==> src/rtl/ilst_pkg.sv <==
// Package for the indexed LCG sequence table: generator constants, FSM state
// type, result mode codes and the scaling request bundle.
// No dependencies; all rtl/ files but ilst_word_mem use it by scoped names.
package ilst_pkg;

    // Generator: s(n+1) = s(n) * LCG_MUL + LCG_INC, modulo 2^64.
    localparam logic [63:0] LCG_MUL = 64'h5d58_8b65_6c07_8965;
    localparam logic [63:0] LCG_INC = 64'h0000_0000_0026_9ec3;
    localparam logic [31:0] LCG_MUL_LO = LCG_MUL[31:0];
    localparam logic [31:0] LCG_MUL_HI = LCG_MUL[63:32];

    // Result modes.
    typedef enum logic [1:0] {
        MODE_SCALED    = 2'd0,
        MODE_RANGE_INT = 2'd1,
        MODE_RANGE_FIX = 2'd2,
        MODE_RAW       = 2'd3
    } mode_t;

    // Control sequencer states.
    typedef enum logic [2:0] {
        ST_IDLE,
        ST_FILL,
        ST_GEN_MUL,
        ST_GEN_ADD,
        ST_READ,
        ST_FINISH
    } state_t;

    // Request held stable for the scaling unit while an item is in work.
    typedef struct packed {
        mode_t              mode;
        logic signed [31:0] bound_low;
        logic signed [31:0] bound_high;
    } scale_req_t;

endpackage

==> src/rtl/ilst_lcg_step.sv <==
// One step of the 64-bit LCG, split into three 32x32 partial products that
// are registered, then summed. Depends on ilst_pkg for the multiplier.
module ilst_lcg_step (
    input  logic        clk,
    input  logic [63:0] seed,
    output logic [63:0] next_seed
);

    logic [63:0] p_lo_lo;
    logic [63:0] p_hi_lo;
    logic [63:0] p_lo_hi;
    logic [63:0] p_lo_lo_reg;
    logic [31:0] p_hi_lo_reg;
    logic [31:0] p_lo_hi_reg;
    logic [31:0] cross_sum;

    // Only the low half of the cross products survives the modulo 2^64.
    assign p_lo_lo = 64'(seed[31:0]) * 64'(ilst_pkg::LCG_MUL_LO);
    assign p_hi_lo = 64'(seed[63:32]) * 64'(ilst_pkg::LCG_MUL_LO);
    assign p_lo_hi = 64'(seed[31:0]) * 64'(ilst_pkg::LCG_MUL_HI);

    always_ff @(posedge clk)
    begin
        p_lo_lo_reg <= p_lo_lo;
        p_hi_lo_reg <= p_hi_lo[31:0];
        p_lo_hi_reg <= p_lo_hi[31:0];
    end

    assign cross_sum = p_hi_lo_reg + p_lo_hi_reg;
    assign next_seed = p_lo_lo_reg + {cross_sum, 32'd0} + ilst_pkg::LCG_INC;

endmodule

==> config.mk <==
export PLATFORM = sky130hd
export DESIGN_NAME = ilst_lcg_step
export DESIGN_NICKNAME = d
export VERILOG_FILES = /design/src/rtl/ilst_pkg.sv /design/src/rtl/ilst_lcg_step.sv
export SDC_FILE = /design/constraint.sdc
export NUM_CORES = 2
export LEC_CHECK = 0
export BUFFER_PORTS_ARGS = -buffer_cell sky130_fd_sc_hd__buf_4
export CORE_MARGIN = 2
export CORE_UTILIZATION = 35
export DETAILED_ROUTE_END_ITERATION = 7
export RECOVER_POWER = 50
export SYNTH_ARGS = -nofsm -noshare
export SYNTH_HDL_FRONTEND = slang
export SYNTH_SLANG_ARGS = --single-unit
export TNS_END_PERCENT = 100
==> constraint.sdc <==
create_clock -name clk -period 17.45 [get_ports clk]
set_input_delay 0.8725 -clock clk [delete_from_list [all_inputs] [get_ports clk]]
set_output_delay 0.8725 -clock clk [all_outputs]
set_load 0.01 [all_outputs]
Word level (Yosys, flattened, before mapping)
Index checks and enable logic that the tools add are counted.

Bits in registers: 127. Input port bits: 65. Output and inout bits: 64. Word-level logic and storage cells: 9.

Add/sub/neg operators: 3. $mul: 3.

Operators by type and width (count): 63-bit by 64-bit adder with 64-bit output (1); 64-bit by 22-bit adder with 64-bit output (second input constant) (1); 32-bit by 31-bit multiplier with 32-bit output (second input constant) (2); 32-bit by 31-bit multiplier with 63-bit output (second input constant) (1); 32-bit adder (1).

Depth between registers and ports, before layout
Word-level depth: 3. Gate-level depth with buffers: 26. Mapped depth without buffers: 25.

Worst setup path after synthesis
OpenSTA, ideal clock, no wires.

Kind: input to register. Start: input port seed[1]. End: register p_lo_lo_reg[59]. Setup time: 0.072 ns. Arrival time: 7.006 ns. Required time: 17.378 ns. Slack: 10.372 ns. Cell stages on the path: 26. Path buffers: 1. Path through: ha_1 xor2_1 ha_1 or2_2 ha_1 xnor2_1 fa_1 inv_1 fa_1 fa_1 fa_1 inv_1 fa_1 inv_1 ha_1 clkbuf_1 a21oi_1 o21ai_0 a221oi_1 a21oi_1 a22oi_1 o31a_1 a211oi_1 or3_1 a21oi_1 xnor2_1.

Word-level cells in the longest chain between the ends: 1.

Ends and longest elaborated chain: from (decl) (line ilst_lcg_step.sv:5) `input logic [63:0] seed,`; 32-bit by 31-bit multiplier with 63-bit output (line ilst_lcg_step.sv:18) `assign p_lo_lo = 64'(seed[31:0]) * 64'(ilst_pkg::LCG_MUL_LO);`; net p_lo_lo[59] (line ilst_lcg_step.sv:9) `logic [63:0] p_lo_lo;`; to (signal assigned) (line ilst_lcg_step.sv:24) `p_lo_lo_reg <= p_lo_lo;`; to (decl) (line ilst_lcg_step.sv:12) `logic [63:0] p_lo_lo_reg;`.

The timed path passes the listed nets, and every way through them passes these cells.

Worst setup path in the final report
Ends and elaborated chain as after synthesis.

==> results.md <==
- Min-Delay Startpoint: seed[34]
- Dpl hpwl: 91460 um
- Min-delay worst type: input pin to flop
- Total track usage: 20.35%
- Port Buf Inserts: 128
- CP Data Arrival Time: 8.69 ns
- Most frequent cells in the layout: inv_1, ha_1, fa_1
- Total of max-cap violations: 0
- Clock buffer depth: 2
- Syn Inst Count: 3666
- Crit Path Class: input pin to flop
- Fin. Hold Viols: 0
- RSZ-0062 raised after global routing: false
- Layout cells sized above 1: 3.623%
- Required @ worst endpoint: 17.82 ns
- Initial detailed-routing violation count: 1704
- CTS buffer count: 17
- Root buf cell: clkbuf_16
- Initial antenna violation count: 1
- Top Ports: 129
- Post-synthesis sequential area ratio: 6.612%
- Ys Warns: 0
- Clk slew on worst S/H paths: 0.06 ns
- Fraction of registers with async set/reset: 0%
- DIE WIDTH: 323.5 um
- CTS Sinks: 118
- Status: completed
- # fillers: 10.12k
- Cell Rows: 117
- Total die area: 0.1047 mm2
- Finished Layout Cells: 5177
- Largest register FFs: 54
- Drt wl/cell: 19.94 um
- Syn Nets: 5130
- Drt pass-1 iters: 6
- Drt drc: 0
- Max-slew violation count: 0
- Cts repair resizes: 0
- Hold Path End: p_hi_lo_reg[2]$_DFF_P_
- Placed cells: 5145
- H-tree level count: 4
- Hold Crit Depth: 2
- EDFF count, synth: 0
- CP endpoint kind: flop
- Min Tclk post-route: 8.322 ns
- Diode count: 0
- Cts hold-fix bufs: 0
- First-pass GRT wire length: 158500 um
- Critical path launch point: seed[1]
- Area Growth Syn to Fin: 8.562%
- Register Area: 0.002362 mm2
- Slew of the pin with the lowest slew margin: 1.446 ns
- Fmax: 120.2 MHz
- Post-Syn Area per Cell: 9.746 um2
- ANT nets after route: 0
- Commonest non-fill, non-tap cell in the layout: inv_1
- Mapped Area: 0.03573 mm2
- RD Place Congestion: 0.9937
- Vias/cell: 4.895
- Setup-failing EPs final: 0
- Starting Density: 35.22%
- Die Y: 323.5 um
- Setup TNS: 0 ns
- Post-CTS setup buffers: 0
- Max Fanout on Critical Path: 15
- Grt total ovfl: 0
- NumNets Final: 5260
- Synth Flop Type: dfxtp_1
- Core area: 0.1014 mm2
- #FFs+latches synth: 118
- Critical Path Start Type: input pin
- Yosys cell types: 80
- Vias in the first global route: 26.64k
- Final Cycle Share: 47.69%
- Slew margin rel.: 2.793%
- Largest net degree at the start of global routing: 18
- Total Routed Length: 103200 um
- Multi-input logic area: 0.02961 mm2
- CTS tree: built
- Routed via count: 25.34k
-- per-layer routing --
layer	up-vias	part of all wire [%]	GRT usage, %
met1	12530	44	27.55
met5	-	0	0
met4	0	4.2	7.483
met3	134	6.1	3.515
li1	11990	-	-
met2	690	45	32.54
-- worst max-delay path by stage --
| stage | slack (ns) | cells past startpoint | to |
|---|---|---|---|
| floorplan | 10.37 | 26 | p_lo_lo_reg[59]$_DFF_P_ |
| global placement | 9.47 | 23 | p_lo_lo_reg[59]$_DFF_P_ |
| detailed placement | 9.43 | 23 | p_lo_lo_reg[59]$_DFF_P_ |
| CTS | 9.87 | 23 | p_lo_lo_reg[59]$_DFF_P_ |
| global route | 8.75 | 25 | p_lo_lo_reg[59]$_DFF_P_ |
| finish | 9.13 | 26 | p_lo_lo_reg[59]$_DFF_P_ |
-- cells by family (layout without fill, tap and decap cells) --
kind of cell	Yosys count	in the layout	share of synthesized area (%)
adders and majority gates	1399	1399	61.89
buffers and inverters	992	1135	10.42
AOI/OAI and AO/OA	501	501	9.119
xor gates and xnor gates	261	261	6.436
muxes	2	2	0.05603
DFF	118	118	6.612
and+or+nand+nor	393	393	5.463
-- per-stage QoR --
stage / instance area, um2 / setup WS [ns] / hold slack (ns) / utilization [%]
6_report: 38790 / 9.128 / 0.8770 / 38.23
5_1_grt: 38790 / 8.746 / 0.8714 / 38.23
4_1_cts: 38970 / 9.872 / 0.6974 / 38.42
3_5_place_dp: 38340 / 9.427 / 1.157 / 37.79
3_3_place_gp: 38340 / 9.466 / 1.157 / 37.79
2_1_floorplan: 35730 / 10.37 / 0.9002 / -
-- layout make-up --
| class | count | share of cell area, % |
|---|---|---|
| Clock buffer | 17 | 1.097 |
| Clock inverter | 15 | 0.5290 |
| Inverter | 974 | 9.425 |
| Multi-Input combinational cell | 2556 | 76.34 |
| Sequential cell | 118 | 6.090 |
| Tap cell | 1368 | 4.413 |
| Timing Repair Buffer | 129 | 2.110 |
-- cells in the mapped netlist (3+ instances only) --
library cell,count,area [um2]
o31ai_1,15,112.6
clkbuf_1,18,67.56
a221o_1,3,30.03
nor3_1,26,130.1
and4_1,7,61.31
xnor2_1,187,1638
a21boi_0,4,30.03
nand3_1,27,135.1
nand2b_1,15,93.84
nand4_1,32,200.2
or3_1,4,25.02
a211oi_1,16,120.1
o211a_1,3,30.03
a21boi_1,4,30.03
a221oi_1,4,35.03
o21a_1,21,157.7
fa_1,614,12290
and2_1,20,125.1
a31oi_1,20,125.1
o21ai_0,62,310.3
inv_1,974,3656
a311oi_1,4,35.03
nand2_1,93,349.1
nor2b_1,19,118.9
xor2_1,73,639.4
a21oi_1,159,795.8
a21o_1,78,585.6
or4_1,3,22.52
or2_2,7,43.79
a211o_1,5,43.79
o211ai_1,6,45.04
nor2_1,109,409.1
and3_1,16,100.1
o21bai_1,31,232.7
o311ai_1,3,26.28
nor4_1,3,18.77
o21ai_1,21,105.1
dfxtp_1,118,2362
ha_1,785,9822
o22ai_1,3,18.77
o41ai_1,3,26.28
a41oi_1,3,26.28
-- critical path, cell delays in order --
cell and delay, ns:
clkbuf_1 0.89, ha_1 0.45, xor2_1 0.24, ha_1 0.24, or2_2 0.29, ha_1 0.33
xnor2_1 0.22, fa_1 0.45, inv_1 0.12, fa_1 0.44, fa_1 0.46, fa_1 0.49
inv_1 0.05, fa_1 0.48, inv_1 0.04, ha_1 0.39, a21oi_1 0.21, o21ai_0 0.16
a221oi_1 0.43, a21oi_1 0.16, a22oi_1 0.19, o31a_1 0.26, a211oi_1 0.14, or3_1 0.37
a21oi_1 0.19, xnor2_1 0.13
Power is left out: the tool's default activity adds up to more than one toggle a clock period on the data nets, which glitch-free logic cannot reach.
