File: config.mk
export PLATFORM = sky130hd
export DESIGN_NAME = ilst_scale
export DESIGN_NICKNAME = d
export VERILOG_FILES = /design/src/rtl/ilst_pkg.sv /design/src/rtl/ilst_scale.sv
export SDC_FILE = /design/constraint.sdc
export NUM_CORES = 2
export LEC_CHECK = 0
export ABC_AREA = 0
export CORE_UTILIZATION = 23
export CTS_CLUSTER_DIAMETER = 30
export DETAILED_ROUTE_END_ITERATION = 10
export DONT_BUFFER_PORTS = 1
export PLACE_DENSITY = 0.34
export SYNTH_ARGS = -nofsm -noshare
export SYNTH_HDL_FRONTEND = slang
export SYNTH_SLANG_ARGS = --single-unit
File: constraint.sdc
create_clock -name clk -period 21.3 [get_ports clk]
set_input_delay 1.065 -clock clk [delete_from_list [all_inputs] [get_ports clk]]
set_output_delay 1.065 -clock clk [all_outputs]
set_load 0.01 [all_outputs]
File: src/rtl/ilst_pkg.sv
// Package for the indexed LCG sequence table: generator constants, FSM state
// type, result mode codes and the scaling request bundle.
// No dependencies; all rtl/ files but ilst_word_mem use it by scoped names.
package ilst_pkg;

    // Generator: s(n+1) = s(n) * LCG_MUL + LCG_INC, modulo 2^64.
    localparam logic [63:0] LCG_MUL = 64'h5d58_8b65_6c07_8965;
    localparam logic [63:0] LCG_INC = 64'h0000_0000_0026_9ec3;
    localparam logic [31:0] LCG_MUL_LO = LCG_MUL[31:0];
    localparam logic [31:0] LCG_MUL_HI = LCG_MUL[63:32];

    // Result modes.
    typedef enum logic [1:0] {
        MODE_SCALED    = 2'd0,
        MODE_RANGE_INT = 2'd1,
        MODE_RANGE_FIX = 2'd2,
        MODE_RAW       = 2'd3
    } mode_t;

    // Control sequencer states.
    typedef enum logic [2:0] {
        ST_IDLE,
        ST_FILL,
        ST_GEN_MUL,
        ST_GEN_ADD,
        ST_READ,
        ST_FINISH
    } state_t;

    // Request held stable for the scaling unit while an item is in work.
    typedef struct packed {
        mode_t              mode;
        logic signed [31:0] bound_low;
        logic signed [31:0] bound_high;
    } scale_req_t;

endpackage

File: src/rtl/ilst_scale.sv
// Scaling unit: treats the cached word as a 0.32 fraction and maps it onto
// the requested span with a floor; raw mode passes it on. Registered
// product, then sum and clamp. Needs ilst_pkg mode codes, request struct.
module ilst_scale (
    input  logic                   clk,
    input  ilst_pkg::scale_req_t   req,
    input  logic [31:0]            word,
    output logic signed [32:0]     value
);

    localparam logic signed [34:0] VAL_MAX = 35'sd4294967295;
    localparam logic signed [34:0] VAL_MIN = -35'sd4294967296;

    logic signed [33:0] lo_ext;
    logic signed [33:0] hi_ext;
    logic signed [33:0] span;
    logic               neg;
    logic [32:0]        mag;
    logic [64:0]        prod;

    logic [64:0]        prod_reg;
    logic               neg_reg;
    logic [31:0]        word_reg;
    ilst_pkg::mode_t    mode_reg;
    logic signed [31:0] lo_reg;

    logic [64:0]        rounded;
    logic [32:0]        quot;
    logic signed [34:0] scaled;
    logic signed [34:0] base;
    logic signed [34:0] sum;

    // Span selection and magnitude for the multiply.
    always_comb
    begin
        lo_ext = 34'(req.bound_low);
        hi_ext = 34'(req.bound_high);
        unique case (req.mode)
            ilst_pkg::MODE_SCALED:    span = hi_ext;
            ilst_pkg::MODE_RANGE_INT: span = hi_ext - lo_ext + 34'sd1;
            ilst_pkg::MODE_RANGE_FIX: span = hi_ext - lo_ext;
            default:                  span = hi_ext;
        endcase
        neg  = span[33];
        mag  = neg ? 33'(-span) : 33'(span);
        prod = 65'(word) * 65'(mag);
    end

    always_ff @(posedge clk)
    begin
        prod_reg <= prod;
        neg_reg  <= neg;
        word_reg <= word;
        mode_reg <= req.mode;
        lo_reg   <= req.bound_low;
    end

    // A negative span floors toward minus infinity: negate the ceiling.
    always_comb
    begin
        rounded = prod_reg + 65'h0_FFFF_FFFF;
        quot    = neg_reg ? rounded[64:32] : prod_reg[64:32];
        scaled  = neg_reg ? -$signed({2'b00, quot}) : $signed({2'b00, quot});
        unique case (mode_reg)
            ilst_pkg::MODE_SCALED:    base = 35'sd0;
            ilst_pkg::MODE_RANGE_INT: base = 35'(lo_reg);
            ilst_pkg::MODE_RANGE_FIX: base = 35'(lo_reg);
            default:                  base = 35'sd0;
        endcase
        if (mode_reg == ilst_pkg::MODE_RAW)
        begin
            sum = $signed({3'b000, word_reg});
        end
        else
        begin
            sum = base + scaled;
        end
        if (sum > VAL_MAX)
        begin
            value = VAL_MAX[32:0];
        end
        else if (sum < VAL_MIN)
        begin
            value = VAL_MIN[32:0];
        end
        else
        begin
            value = sum[32:0];
        end
    end

endmodule
# After elaboration in Yosys (flattened, before gate mapping)
# Index checks and enable logic that the tools add are counted.
word_totals:
  register_bits: 132
  wordCells: 28
op_classes:
  n_addsub: 6
  n_mul: 1
  magnitude_cmp: 2
  n_eq_ne: 5
  muxes: 8
  reduce_logical: 1
op_table:
  columns: ["cell", "n"]
  rows:
  - ["33-bit two-way mux", 4]
  - ["35-bit two-way mux", 3]
  - ["34-bit one-hot mux with 2 select lines", 1]
  - ["65-bit by 32-bit adder with 65-bit output (second input constant)", 1]
  - ["32-bit by 33-bit multiplier with 65-bit output", 1]
  - ["35-bit adder", 1]
  - ["35-bit by 33-bit greater-than comparator with 1-bit output (second input constant)", 1]
  - ["35-bit by 33-bit less-than comparator with 1-bit output (second input constant)", 1]
  - ["33-bit negation with 35-bit output", 1]
  - ["34-bit by 2-bit adder with 34-bit output (second input constant)", 1]
  - ["33-bit negation", 1]
  - ["32-bit by 32-bit subtractor with 33-bit output", 1]
  - ["2-bit == test (second input constant)", 3]
  - ["2-bit by 1-bit == test with 1-bit output (second input constant)", 2]
  - ["2-bit OR reduction", 1]

# Logic depth before layout (Yosys ltp)
depth:
  ltp_word: 9
  mapped_depth: 51
  ltp_nobuf: 49

# Least setup slack after synthesis
# Ideal clock, no wire load.
synth_timing:
  path_type: "input -> register"
  from: "input port req[0] in the netlist's numbering"
  to: "register prod_reg[57]"
  setup_ns: 0.122
  arrival_ns: 12.650
  setup_slack_ns: 8.528
  stages: 48
  path_cell_list: "inv_1 > ha_1 > inv_1 > fa_1 > a211o_1 > a2111o_1 > nand3_1 > and4_1 > clkbuf_1 > o2111ai_1 > or4_1 > nor4b_1 > xnor2_1 > o2111ai_1 > or3_4 > or4_4 > o31ai_2 > xnor2_1 > (+12 left out) > inv_1 > fa_1 > inv_1 > ha_1 > a21o_1 > a21o_1 > a21o_1 > a21oi_1 > inv_1 > a21oi_1 > nor2b_1 > o21ai_0 > a21oi_1 > o21ai_0 > a21boi_0 > o21ai_0 > a31o_2 > xor2_1"
synth_via:
  elab_chain_len: 6
synth_lines:
  columns: ["item", "line", "text"]
  rows:
  - ["from (decl)", "ilst_scale.sv:6", "input ilst_pkg::scale_req_t req,"]
  - ["32-bit by 32-bit subtractor with 33-bit output", "ilst_scale.sv:40, ilst_scale.sv:41", null]
  - ["34-bit by 2-bit adder with 34-bit output", "ilst_scale.sv:40", "ilst_pkg::MODE_RANGE_INT: span = hi_ext - lo_ext + 34'sd1;"]
  - ["34-bit one-hot mux with 2 select lines *", "ilst_scale.sv:38", "unique case (req.mode)"]
  - ["33-bit negation", "ilst_scale.sv:45", "mag = neg ? 33'(-span) : 33'(span);"]
  - ["33-bit two-way mux *", "ilst_scale.sv:45", null]
  - ["32-bit by 33-bit multiplier with 65-bit output *", "ilst_scale.sv:46", "prod = 65'(word) * 65'(mag);"]
  - ["via prod[57]", "ilst_scale.sv:19", "logic [64:0] prod;"]
  - ["to (signal assigned)", "ilst_scale.sv:51", "prod_reg <= prod;"]
  - ["to (decl)", "ilst_scale.sv:21", "logic [64:0] prod_reg;"]
# Mark *: on every way through the listed nets, which the timed path passes. The rest lies on a longest branch.

# Final worst setup path
layout_timing:
  from: "input port req[0] in the netlist's numbering"
  to: "register prod_reg[64]"
# Same word-level chain as after synthesis.

==> run metrics <==
status=complete, no violations; final hold violation count=0; Post-Route WL=163000 um; most frequent cell on the critical path=fa_1; dpl ws=5.34 ns; grt total ovfl=0; vias in the first global route=37200; final max-slew violation count=0; critical path required time=21.69 ns; Slew HR=0.221; #FFs+latches synth=132; Final Critical Period=15.50 ns; First-pass DRT Iterations=5; CP max stage delay=0.72 ns; register area share after synthesis=0.0596; Synth Instances=5107; vias per std cell=4.50; nets=6286; slowest CP cell=clkinv_1; total of max-cap violations=0; design area=47900 um^2; core area=191000 um^2; max FFs per register=65; total CTS buffers=17; Initial DRC Count=1783; largest net degree at the start of global routing=63; share of cells above drive strength 1=0.0294; kind of critical path=in -> reg; initial antenna violation count=15; Resized cells post-CTS=0; cell area after synthesis=44300 um^2; placement-stage cell area=47200 um^2; RSZ-0062 raised after global routing=no; clock slew at reported path FFs=0.08 ns; Post-synth ARST share=0; worst hold margin=0.572 ns; worst-path maximum fanout=32; H-tree depth=4; gpl congestion=0.826; row cnt=160; Buffers on Ports=0; Syn. warnings=0; Mapped Nets=6470; Peak Freq=64.5 MHz; Die Y=441 um; hold_buf cts=0; worst-margin pin slew=1.16 ns; most frequent cells in the layout=inv_1 (1046), fa_1 (928), and2_1 (621), nand2_1 (610), ha_1 (335); maximum clock path buffer count=2; # IOs=132; vias=33600; die width=441 um; # Post-CTS Setup Buffers=0; ys flop type=dfxtp_1; HPWL after detailed placement=122000 um; clock sink count=132; Total GRT Usage=0.172; first-pass GRT wire length=247000 um; post-route ant nets=0; Final period util=0.728; CP arrival=15.89 ns; WL/cell=21.9 um; clk root buf=clkbuf_16; EDFF count, synth=0; CTS tree=done; number of library cell types mapped by synthesis=88; CP startpoint kind=primary input; syn avg cell area=8.68 um^2; CP endpoint kind=flip-flop; final worst slack=5.80 ns; initial core utilization=0.232; Hold WC Path Type=in -> reg; Residual DRC=0; Die ar.=195000 um^2; Total Neg Setup Slack=0 ns; Setup violations, final=0; commonest non-fill, non-tap cell in the layout=inv_1; area delta synth->final=8.07%
layout make-up:
| type | instances | area (um^2) |
|---|---|---|
| Antenna cell | 11 | 27.5 |
| Clock buffer | 18 | 439 |
| Clock inverter | 14 | 214 |
| Fill cell | 20800 | 143000 |
| Inverter | 1048 | 3930 |
| Multi-Input combinational cell | 3681 | 37200 |
| Sequential cell | 132 | 2640 |
| Tap cell | 2511 | 3140 |
| Timing Repair Buffer | 43 | 323 |
metrics by stage:
stage	util	std cells
finish	0.251	7458
global route	0.251	7447
CTS	0.251	7447
detailed placement	0.248	7415
global placement	0.248	7415
floorplan	-	5107
cells in the mapped netlist (all sizes together), types with 7 or more instances:
cell    number  area (um^2)
inv       1047         3930
fa         928        18600
and2       621         3880
nand2      610         2290
ha         336         4200
clkbuf     234          878
a21oi      156          785
dfxtp      132         2640
xnor2      131         1150
o21ai      128          641
nor2       114          428
a21o        75          563
xor2        62          543
nand3       50          250
nor3        39          200
nand4       31          194
nand2b      27          169
nor2b       23          144
o211ai      23          173
and3        22          138
o31ai       22          175
nor4        21          144
a31oi       17          106
or4         17          131
o21a        16          120
o21bai      16          120
or3         16          105
a211oi      14          110
buf         12         66.3
or2         12         75.1
o211a        9         90.1
a211o        8         70.1
a221o        8         80.1
a22oi        8         60.1
and4         8         70.1
nor4b        8         76.3
o31a         7         61.3
critical path: cells and delay by family:
family                   cells  cell delay [ns]
AND/OR/NAND/NOR              7             1.77
adder cells (fa/ha/maj)     11             4.97
buffers and inverters        7             1.55
AO/OA/AOI/OAI               17             6.19
XOR/XNOR                     2             0.28
logic make-up (layout without fill, tap and decap cells):
group           Yosys count  in the layout  synth area share
compound gates          582            582            0.0862
xor+xnor                194            194            0.0387
fa+ha+maj              1264           1264             0.514
buf+inv                1294           1123             0.110
flops                   132            132            0.0596
mux                       8              8           0.00186
other cells               0             11                 0
simple gates           1633           1633             0.190
layer usage:
metal  vias to the layer above  GRT usage  part of all wire
met5                         -          0                 0
met4                         0     0.0263             0.012
met3                        94     0.0134             0.030
met2                       576      0.311              0.51
met1                     17600      0.226              0.44
li1                      15300          -                 -
final timing paths:
kind | end | slack [ns] | cells past startpoint | from
worst max-delay path | prod_reg[64]$_DFF_P_ | 5.80 | 44 | req[0]
worst min-delay path | lo_reg[7]$_DFF_P_ | 0.57 | 0 | req[39]
Power is left out: the tool's default activity adds up to more than one toggle a clock period on the data nets, which glitch-free logic cannot reach.
